$ cat config.mk
export PLATFORM = sky130hd
export DESIGN_NAME = csv_stream_tokenizer_core
export DESIGN_NICKNAME = d
export VERILOG_FILES = /design/src/rtl/csvt_pkg.sv /design/src/rtl/csv_stream_tokenizer_core.sv
export SDC_FILE = /design/constraint.sdc
export NUM_CORES = 1
export LEC_CHECK = 0
export ABC_CLOCK_PERIOD_IN_PS = 13700
export BUFFER_PORTS_ARGS = -buffer_cell sky130_fd_sc_hd__buf_2
export CORE_UTILIZATION = 35
export CTS_BUF_LIST = sky130_fd_sc_hd__clkbuf_16
export CTS_CLUSTER_DIAMETER = 80
export CTS_CLUSTER_SIZE = 30
export DETAILED_ROUTE_END_ITERATION = 12
export PLACE_DENSITY_LB_ADDON = 0.08
export REMOVE_ABC_BUFFERS = 1
export SLEW_MARGIN = 40
export SYNTH_ARGS = -nofsm -noshare
export SYNTH_HDL_FRONTEND = slang
export SYNTH_SLANG_ARGS = --single-unit
$ cat constraint.sdc
create_clock -name clock -period 13.7 [get_ports clock]
set_clock_uncertainty 0.05 [all_clocks]
set_input_delay 1.37 -clock clock [delete_from_list [all_inputs] [get_ports clock]]
set_output_delay 1.37 -clock clock [all_outputs]
set_load 0.005 [all_outputs]
$ cat src/rtl/csvt_pkg.sv
// Shared types and constants for the CSV stream tokenizer.
`timescale 1ns / 1ps

package csvt_pkg;

   localparam int MAX_COLUMNS_DEFAULT = 64;
   localparam int FIELDS_W = 7;

   localparam logic [7:0] CHAR_NUL   = 8'h00;
   localparam logic [7:0] CHAR_LF    = 8'h0A;
   localparam logic [7:0] CHAR_CR    = 8'h0D;
   localparam logic [7:0] CHAR_QUOTE = 8'h22;

   localparam logic [7:0] DELIM_RESET   = 8'd44;
   localparam logic       QUOTES_RESET  = 1'b1;
   localparam logic [6:0] COLUMNS_RESET = 7'd16;

   typedef enum logic [1:0] {
      KIND_DATA   = 2'd0,
      KIND_FIELD  = 2'd1,
      KIND_RECORD = 2'd2
   } kind_type;

   typedef enum logic [1:0] {
      QS_NORMAL = 2'd0,
      QS_QUOTED = 2'd1,
      QS_AFTER  = 2'd2
   } quote_state_type;

   typedef enum logic [1:0] {
      CSR_DELIMITER = 2'd0,
      CSR_USE_QUOTES = 2'd1,
      CSR_COLUMNS   = 2'd2
   } csr_index_type;

   typedef struct packed {
      logic [7:0]  out_byte;
      kind_type    out_kind;
      logic        short_record;
      logic        last_of_run;
   } result_type;

   typedef struct packed {
      logic            emit;
      logic [7:0]      out_byte;
      kind_type        out_kind;
      quote_state_type qs;
      logic [FIELDS_W-1:0] fields;
   } char_step_type;

endpackage

$ cat src/rtl/csv_stream_tokenizer_core.sv
// Top level of the CSV stream tokenizer: request register, parse logic, result queue.
`timescale 1ns / 1ps

// Usage:
//   Request channel (req_*): one raw byte per request, or an end-of-stream mark
//   when req_is_end is high. A request is taken when req_valid is high and
//   req_stall is low.
//   Result channel (rsp_*): field data bytes, field-end and record-end marks,
//   one per cycle while rsp_stall is low. rsp_last_of_run flags the final
//   result caused by one request.
//   CSR channel (csr_*): index 0 delimiter, 1 quote enable, 2 column count;
//   csr_ready is always high. Write only while the block is idle.
// Path: a request is registered, then parsed into a four-entry result queue once
//   the queue has room; its results show on rsp_* from the queue registers.
// Throughput: one request per cycle while the queue has room, limited by the result
//   port, which moves one result per cycle while rsp_stall is low; a request that yields
//   two results (a held carriage return replayed before a byte, or a field end plus
//   record end) uses the port twice. Reset: synchronous; clears parse state and the queue,
//   loads CSR defaults (comma, quoting on, 16 columns).
// Stall: when rsp_stall leaves fewer than two free queue entries, the request register
//   holds and req_stall rises; nothing is lost or repeated.
module csv_stream_tokenizer_core #(
   parameter int MAX_COLUMNS = csvt_pkg::MAX_COLUMNS_DEFAULT
) (
   input  logic               clock,
   input  logic               reset,
   // request channel
   input  logic               req_valid,
   output logic               req_stall,
   input  logic [7:0]         req_in_byte,
   input  logic               req_is_end,
   // result channel
   output logic               rsp_valid,
   input  logic               rsp_stall,
   output logic [7:0]         rsp_out_byte,
   output csvt_pkg::kind_type rsp_out_kind,
   output logic               rsp_short_record,
   output logic               rsp_last_of_run,
   // CSR write channel
   input  logic               csr_valid,
   output logic               csr_ready,
   input  logic [1:0]         csr_index,
   input  logic [7:0]         csr_wdata
);
   import csvt_pkg::*;

   localparam int CW = 11;
   localparam logic [CW-1:0] MAX_W = CW'(MAX_COLUMNS);
   localparam int QDEPTH = 4;
   localparam int QPTR_W = $clog2(QDEPTH);
   localparam int QCNT_W = $clog2(QDEPTH + 1);

   // CSR registers
   logic [7:0] delim_ff;
   logic       use_quotes_ff;
   logic [6:0] columns_ff;

   // request register
   logic       in_valid_ff, in_valid_in;
   logic [7:0] in_byte_ff;
   logic       in_end_ff;

   // parse state
   quote_state_type     qs_ff, qs_in;
   logic                cr_ff, cr_in;
   logic [FIELDS_W-1:0] fields_ff, fields_in;
   logic                nonempty_ff, nonempty_in;

   // result queue
   result_type          queue_ff [QDEPTH];
   logic [QPTR_W-1:0]   wr_ptr_ff, wr_ptr_in;
   logic [QPTR_W-1:0]   rd_ptr_ff, rd_ptr_in;
   logic [QCNT_W-1:0]   count_ff, count_in;

   logic                accept, proc_go, pop;
   logic [CW-1:0]       cols_wide, eff_cols;
   logic [FIELDS_W-1:0] limit;
   char_step_type       step_cr, step_ch;
   result_type          res0, res1;
   logic [1:0]          push_n;

   function automatic char_step_type take_char(
      input quote_state_type     qs,
      input logic [FIELDS_W-1:0] fields,
      input logic [7:0]          c,
      input logic [7:0]          delim,
      input logic                use_q,
      input logic [FIELDS_W-1:0] lim
   );
      char_step_type r;
      r.emit     = 1'b0;
      r.out_byte = c;
      r.out_kind = KIND_DATA;
      r.qs       = qs;
      r.fields   = fields;
      case (qs)
         QS_QUOTED: begin
            if (c == CHAR_QUOTE) r.qs = QS_AFTER;
            else r.emit = 1'b1;
         end
         QS_AFTER: begin
            if (c == CHAR_QUOTE) begin
               r.qs   = QS_QUOTED;
               r.emit = 1'b1;
            end else if (c == delim) begin
               r.qs = QS_NORMAL;
               if (fields < lim) begin
                  r.emit     = 1'b1;
                  r.out_byte = 8'd0;
                  r.out_kind = KIND_FIELD;
                  r.fields   = fields + 1'b1;
               end
            end else begin
               r.qs   = QS_NORMAL;
               r.emit = 1'b1;
            end
         end
         default: begin
            r.qs = QS_NORMAL;
            if (c == CHAR_QUOTE) begin
               if (use_q) r.qs = QS_QUOTED;
               else r.emit = 1'b1;
            end else if (c == delim) begin
               if (fields < lim) begin
                  r.emit     = 1'b1;
                  r.out_byte = 8'd0;
                  r.out_kind = KIND_FIELD;
                  r.fields   = fields + 1'b1;
               end
            end else begin
               r.emit = 1'b1;
            end
         end
      endcase
      return r;
   endfunction

   // CSR port
   assign csr_ready = 1'b1;

   always_ff @(posedge clock) begin
      if (reset) begin
         delim_ff      <= DELIM_RESET;
         use_quotes_ff <= QUOTES_RESET;
         columns_ff    <= COLUMNS_RESET;
      end else if (csr_valid && csr_ready) begin
         case (csr_index)
            CSR_DELIMITER:  delim_ff      <= csr_wdata;
            CSR_USE_QUOTES: use_quotes_ff <= csr_wdata[0];
            CSR_COLUMNS:    columns_ff    <= csr_wdata[6:0];
            default:        ;
         endcase
      end
   end

   // effective column count: 0 acts as 1, clamp to MAX_COLUMNS
   always_comb begin
      cols_wide = {{(CW-7){1'b0}}, columns_ff};
      if (columns_ff == 7'd0) eff_cols = CW'(1);
      else if (cols_wide > MAX_W) eff_cols = MAX_W;
      else eff_cols = cols_wide;
      limit = FIELDS_W'(eff_cols - CW'(1));
   end

   // handshake
   assign proc_go   = in_valid_ff && (count_ff <= QCNT_W'(QDEPTH - 2));
   assign req_stall = in_valid_ff && !proc_go;
   assign accept    = req_valid && !req_stall;
   assign pop       = rsp_valid && !rsp_stall;

   always_comb begin
      in_valid_in = accept || (in_valid_ff && !proc_go);
   end

   always_ff @(posedge clock) begin
      if (reset) in_valid_ff <= 1'b0;
      else in_valid_ff <= in_valid_in;
   end

   always_ff @(posedge clock) begin
      if (accept) begin
         in_byte_ff <= req_in_byte;
         in_end_ff  <= req_is_end;
      end
   end

   // parse one request
   always_comb begin
      step_cr = take_char(qs_ff, fields_ff, CHAR_CR, delim_ff, use_quotes_ff, limit);
      if (cr_ff) begin
         step_ch = take_char(step_cr.qs, step_cr.fields, in_byte_ff, delim_ff,
                             use_quotes_ff, limit);
      end else begin
         step_ch = take_char(qs_ff, fields_ff, in_byte_ff, delim_ff,
                             use_quotes_ff, limit);
      end

      qs_in       = qs_ff;
      cr_in       = cr_ff;
      fields_in   = fields_ff;
      nonempty_in = nonempty_ff;
      push_n      = 2'd0;
      res0        = '{out_byte: 8'd0, out_kind: KIND_FIELD, short_record: 1'b0,
                      last_of_run: 1'b0};
      res1        = '{out_byte: 8'd0, out_kind: KIND_RECORD,
                      short_record: (fields_ff < limit), last_of_run: 1'b1};

      if (proc_go) begin
         if (in_end_ff || in_byte_ff == CHAR_LF) begin
            if (!in_end_ff || nonempty_ff) push_n = 2'd2;
            qs_in       = QS_NORMAL;
            cr_in       = 1'b0;
            fields_in   = '0;
            nonempty_in = 1'b0;
         end else if (in_byte_ff == CHAR_NUL) begin
            // drop
         end else if (in_byte_ff == CHAR_CR) begin
            if (cr_ff) begin
               qs_in     = step_cr.qs;
               fields_in = step_cr.fields;
               if (step_cr.emit) begin
                  push_n = 2'd1;
                  res0   = '{out_byte: step_cr.out_byte, out_kind: step_cr.out_kind,
                             short_record: 1'b0, last_of_run: 1'b1};
               end
            end
            cr_in       = 1'b1;
            nonempty_in = 1'b1;
         end else begin
            qs_in       = step_ch.qs;
            fields_in   = step_ch.fields;
            cr_in       = 1'b0;
            nonempty_in = 1'b1;
            // replay a held carriage return ahead of this byte
            if (cr_ff && step_cr.emit) begin
               res0 = '{out_byte: step_cr.out_byte, out_kind: step_cr.out_kind,
                        short_record: 1'b0, last_of_run: !step_ch.emit};
               res1 = '{out_byte: step_ch.out_byte, out_kind: step_ch.out_kind,
                        short_record: 1'b0, last_of_run: 1'b1};
               push_n = step_ch.emit ? 2'd2 : 2'd1;
            end else if (step_ch.emit) begin
               res0 = '{out_byte: step_ch.out_byte, out_kind: step_ch.out_kind,
                        short_record: 1'b0, last_of_run: 1'b1};
               push_n = 2'd1;
            end
         end
      end
   end

   always_ff @(posedge clock) begin
      if (reset) begin
         qs_ff       <= QS_NORMAL;
         cr_ff       <= 1'b0;
         fields_ff   <= '0;
         nonempty_ff <= 1'b0;
      end else begin
         qs_ff       <= qs_in;
         cr_ff       <= cr_in;
         fields_ff   <= fields_in;
         nonempty_ff <= nonempty_in;
      end
   end

   // result queue
   always_comb begin
      wr_ptr_in = wr_ptr_ff + QPTR_W'(push_n);
      rd_ptr_in = rd_ptr_ff + QPTR_W'(pop);
      count_in  = count_ff + QCNT_W'(push_n) - QCNT_W'(pop);
   end

   always_ff @(posedge clock) begin
      if (reset) begin
         wr_ptr_ff <= '0;
         rd_ptr_ff <= '0;
         count_ff  <= '0;
      end else begin
         wr_ptr_ff <= wr_ptr_in;
         rd_ptr_ff <= rd_ptr_in;
         count_ff  <= count_in;
      end
   end

   always_ff @(posedge clock) begin
      if (push_n != 2'd0) queue_ff[wr_ptr_ff] <= res0;
      if (push_n == 2'd2) queue_ff[wr_ptr_ff + QPTR_W'(1)] <= res1;
   end

   assign rsp_valid        = (count_ff != '0);
   assign rsp_out_byte     = queue_ff[rd_ptr_ff].out_byte;
   assign rsp_out_kind     = queue_ff[rd_ptr_ff].out_kind;
   assign rsp_short_record = queue_ff[rd_ptr_ff].short_record;
   assign rsp_last_of_run  = queue_ff[rd_ptr_ff].last_of_run;

endmodule

==> metrics.md <==
| Metric | Value |
|---|---|
| Syn Inst Count | `601` |
| Max incr delay on CP | `580 ps` |
| Critical path peak fanout | `7` |
| Worst setup margin | `6870 ps` |
| Core Util, Final | `0.407` |
| Max-Cap Viols | `0` |
| Reg2Reg Capture Point | `queue_ff[2][2]` |
| Die H | `131 µm` |
| I/O pins | `39` |
| Number of cells upsized or downsized after cts | `0` |
| Worst r2r src | `columns_ff[0]` |
| Final wirelength | `15600 µm` |
| TritonCTS clock tree | `built` |
| WL/cell | `18.4 µm` |
| Worst slew pin tran | `746 ps` |
| Die W | `131 µm` |
| DRC Markers | `0` |
| Metal2 WL | `6790 µm` |
| Most frequent cell after synthesis | `nor2_1` |
| Top Family by Delay on Critical Path | `simple AND/OR/NAND/NOR gates` |
| Clock root buffer | `clkbuf_16` |
| Ratio of cells with drive above 1 in the final layout | `0.167` |
| Clock Sinks | `92` |
| Post-detail-place hpwl | `11700 µm` |
| Number of global-route vias before repair | `4409` |
| Crit path buf inv count | `4` |
| WP depth | `27` |
| Number of fill cells | `1605` |
| Synth cell count leaders | `65 x nor2_1, 53 x edfxtp_1, 39 x dfxtp_1` |
| Vias | `4786` |
| Synth area leaders | `edfxtp_1 27%, dfxtp_1 13%, mux4_2 4.6%` |
| Setup TNS | `0 ps` |
| Initial Util | `0.364` |
| Maximum vdd drop | `0.0000705 V` |
| Vias per cell | `5.66` |
| Diode count | `0` |
| CP max-delay cell | `o21ai_0` |
| Router iterations before antenna repair | `5` |
| Final Cycle Share | `0.499` |
| Final Wtd Congestion | `0.876` |
| Largest net degree at the start of global routing | `33` |
| RSZ-0062 raised after global routing | `no` |
| Gr usage total | `0.184` |
| CP Data Arrival Time | `6840 ps` |
| CTS max path bufs | `2` |
| Inserted Clock Buffers | `9` |
| Crit path launch | `columns_ff[0]` |
| Site row count | `46` |
| Crit. End Element | `flop` |
| P_leak | `0.00241 µW` |
| Reg-to-reg slack, setup | `6870 ps` |
| Power Density | `116 mW/mm²` |
| Post-place setup slack | `6960 ps` |
| Core region area | `0.0161 mm²` |
| First-pass GRT wire length | `24800 µm` |
| Outcome | `finished clean` |
| Port bufs | `37` |
| WL met1 | `7550 µm` |
| Final Max Slew Viols | `0` |
| Seq/Total Area, Yosys | `0.404` |
| Worst-path clk slew | `70 ps` |
| Worst Hold Class | `reg2reg` |
| DR WL met3 | `914 µm` |
| Slew headroom | `0.502` |
| Die area | `0.0173 mm²` |
| H-tree depth | `3` |
| Crit start category | `flop` |
| GRT overflow | `0` |
| Crit path to | `queue_ff[2][2]` |
| # hold bufs at CTS | `0` |
| Main synth FF type | `edfxtp_1` |
| Post-synth EDFFs | `53` |
| Critical Path RT | `13710 ps` |
| Synth cell types | `78` |
| Post-Syn Area | `0.00587 mm²` |
| Syn-to-layout area delta | `11.8%` |
| Setup violations, final | `0` |
| Share of the synthesized area in the top cell type | `0.271` |
| Asr flop ratio synth | `0` |
| Seq cells post-synth | `92` |
| Max layer used | `met4` |
| CP Class | `reg2reg` |
| Post-CTS Setup Bufs | `0` |
| Final Hold Fails | `0` |
| Yosys warning total | `0` |
| Initial antenna violation count | `0` |
| Worst reg-to-reg path cell count | `27` |
| Fmax | `0.146 GHz` |
| Post-synth top area cell | `edfxtp_1` |
| Final ANT Viol Nets | `0` |
| First DRT Iteration DRCs | `330` |
| Nets | `667` |
| Mapped Avg Cell Area | `9.76 µm²` |
| Clock period minus worst slack | `6830 ps` |
| Clock latency on the worst-skew pair | `350 ps` |
-- how the worst min path moves through the flow --
stage / from / depth (start not counted) / to
2_1_floorplan: queue_ff[3][0] / 2 / queue_ff[3][0]
3_3_place_gp: queue_ff[0][0] / 2 / queue_ff[0][0]
3_5_place_dp: queue_ff[0][0] / 2 / queue_ff[0][0]
4_1_cts: queue_ff[0][0] / 2 / queue_ff[0][0]
5_1_grt: queue_ff[0][0] / 2 / queue_ff[0][0]
6_report: queue_ff[0][0] / 2 / queue_ff[0][0]
-- sequential cells by signal (all words and copies together), names as in the netlist --
name,count
qs_ff,2
fields_ff,7
cr_ff,1
count_ff,3
wr_ptr_ff,2
rd_ptr_ff,2
in_valid_ff,1
in_end_ff,1
queue_ff,48
in_byte_ff,8
delim_ff,8
columns_ff,7
use_quotes_ff,1
nonempty_ff,1
-- layout make-up --
class	instances	area, µm²	share of cell area
well taps	216	270	0.0412
clock buffers	9	225	0.0343
multi-input cells	458	3290	0.502
flip-flops and latches	92	2370	0.362
clock inverters	7	82.6	0.0126
repair buffers	46	250	0.0381
inverters	18	67.6	0.0103
-- per-stage QoR --
stage	instances	area, µm²	power (µW)	hold WS (ps)
5_1_grt	846	6560	800	472
2_1_floorplan	568	5720	454	403
3_5_place_dp	830	6250	511	437
6_report	846	6560	760	447
3_3_place_gp	829	6240	509	435
4_1_cts	846	6560	770	451
-- worst register-to-register path: stages, from the launching register on --
cell	delay (ps)
dfxtp_1	370
or3_1	430
nor3_1	200
a211oi_1	100
ha_1	210
nor2_1	80
o21ai_0	80
a211o_1	270
a31oi_4	320
nor2_1	210
nor2_1	220
nand2_1	100
xor2_1	480
inv_1	170
ha_1	260
or4b_1	530
o2111ai_2	160
o21ai_4	120
nand2_1	100
o21a_1	140
ha_1	150
and3_1	140
o221ai_1	230
buf_2	270
inv_1	140
nand3b_1	170
o21ai_0	580
buf_4	280
-- metal layers --
metal | vias to the layer above | track usage
met5 | - | 0
met4 | 0 | 0.0691
met3 | 25 | 0.0309
met2 | 164 | 0.275
met1 | 2293 | 0.265
li1 | 2304 | -
-- logic make-up (layout without fill, tap and decap cells) --
| kind of cell | count (synthesis) | after routing | share of synthesized area |
|---|---|---|---|
| compound gates | 148 | 148 | 0.193 |
| xor+xnor | 24 | 24 | 0.0390 |
| fa+ha+maj | 18 | 18 | 0.0397 |
| buf+inv | 53 | 80 | 0.0375 |
| flops | 92 | 92 | 0.404 |
| mux | 34 | 34 | 0.0840 |
| other cells | 1 | 3 | 0.000639 |
| simple gates | 231 | 231 | 0.202 |
-- placed cells by master (no fill, tap or decap), types with 12 or more instances in the layout --
| master | instances |
|---|---|
| nor2_1 | 65 |
| nand3_1 | 29 |
| a21oi_1 | 27 |
| and3_1 | 21 |
| nand2_1 | 33 |
| ha_1 | 17 |
| o21ai_1 | 15 |
| inv_1 | 17 |
| mux2i_1 | 20 |
| o21ai_0 | 27 |
| dfxtp_1 | 38 |
| edfxtp_1 | 53 |
| buf_2 | 38 |
| xor2_1 | 12 |
| nor3_1 | 15 |
| mux4_2 | 12 |
-- where the power goes --
part           switching [µW]  internal (µW)  leakage, µW  total [µW]
combinational            78.0           79.9      0.00144         158
sequential               30.7            315     0.000822         346
clock                     112            144     0.000144         256
total                     221            539      0.00241         760
Note: power is estimated with default switching activity, not from simulation.
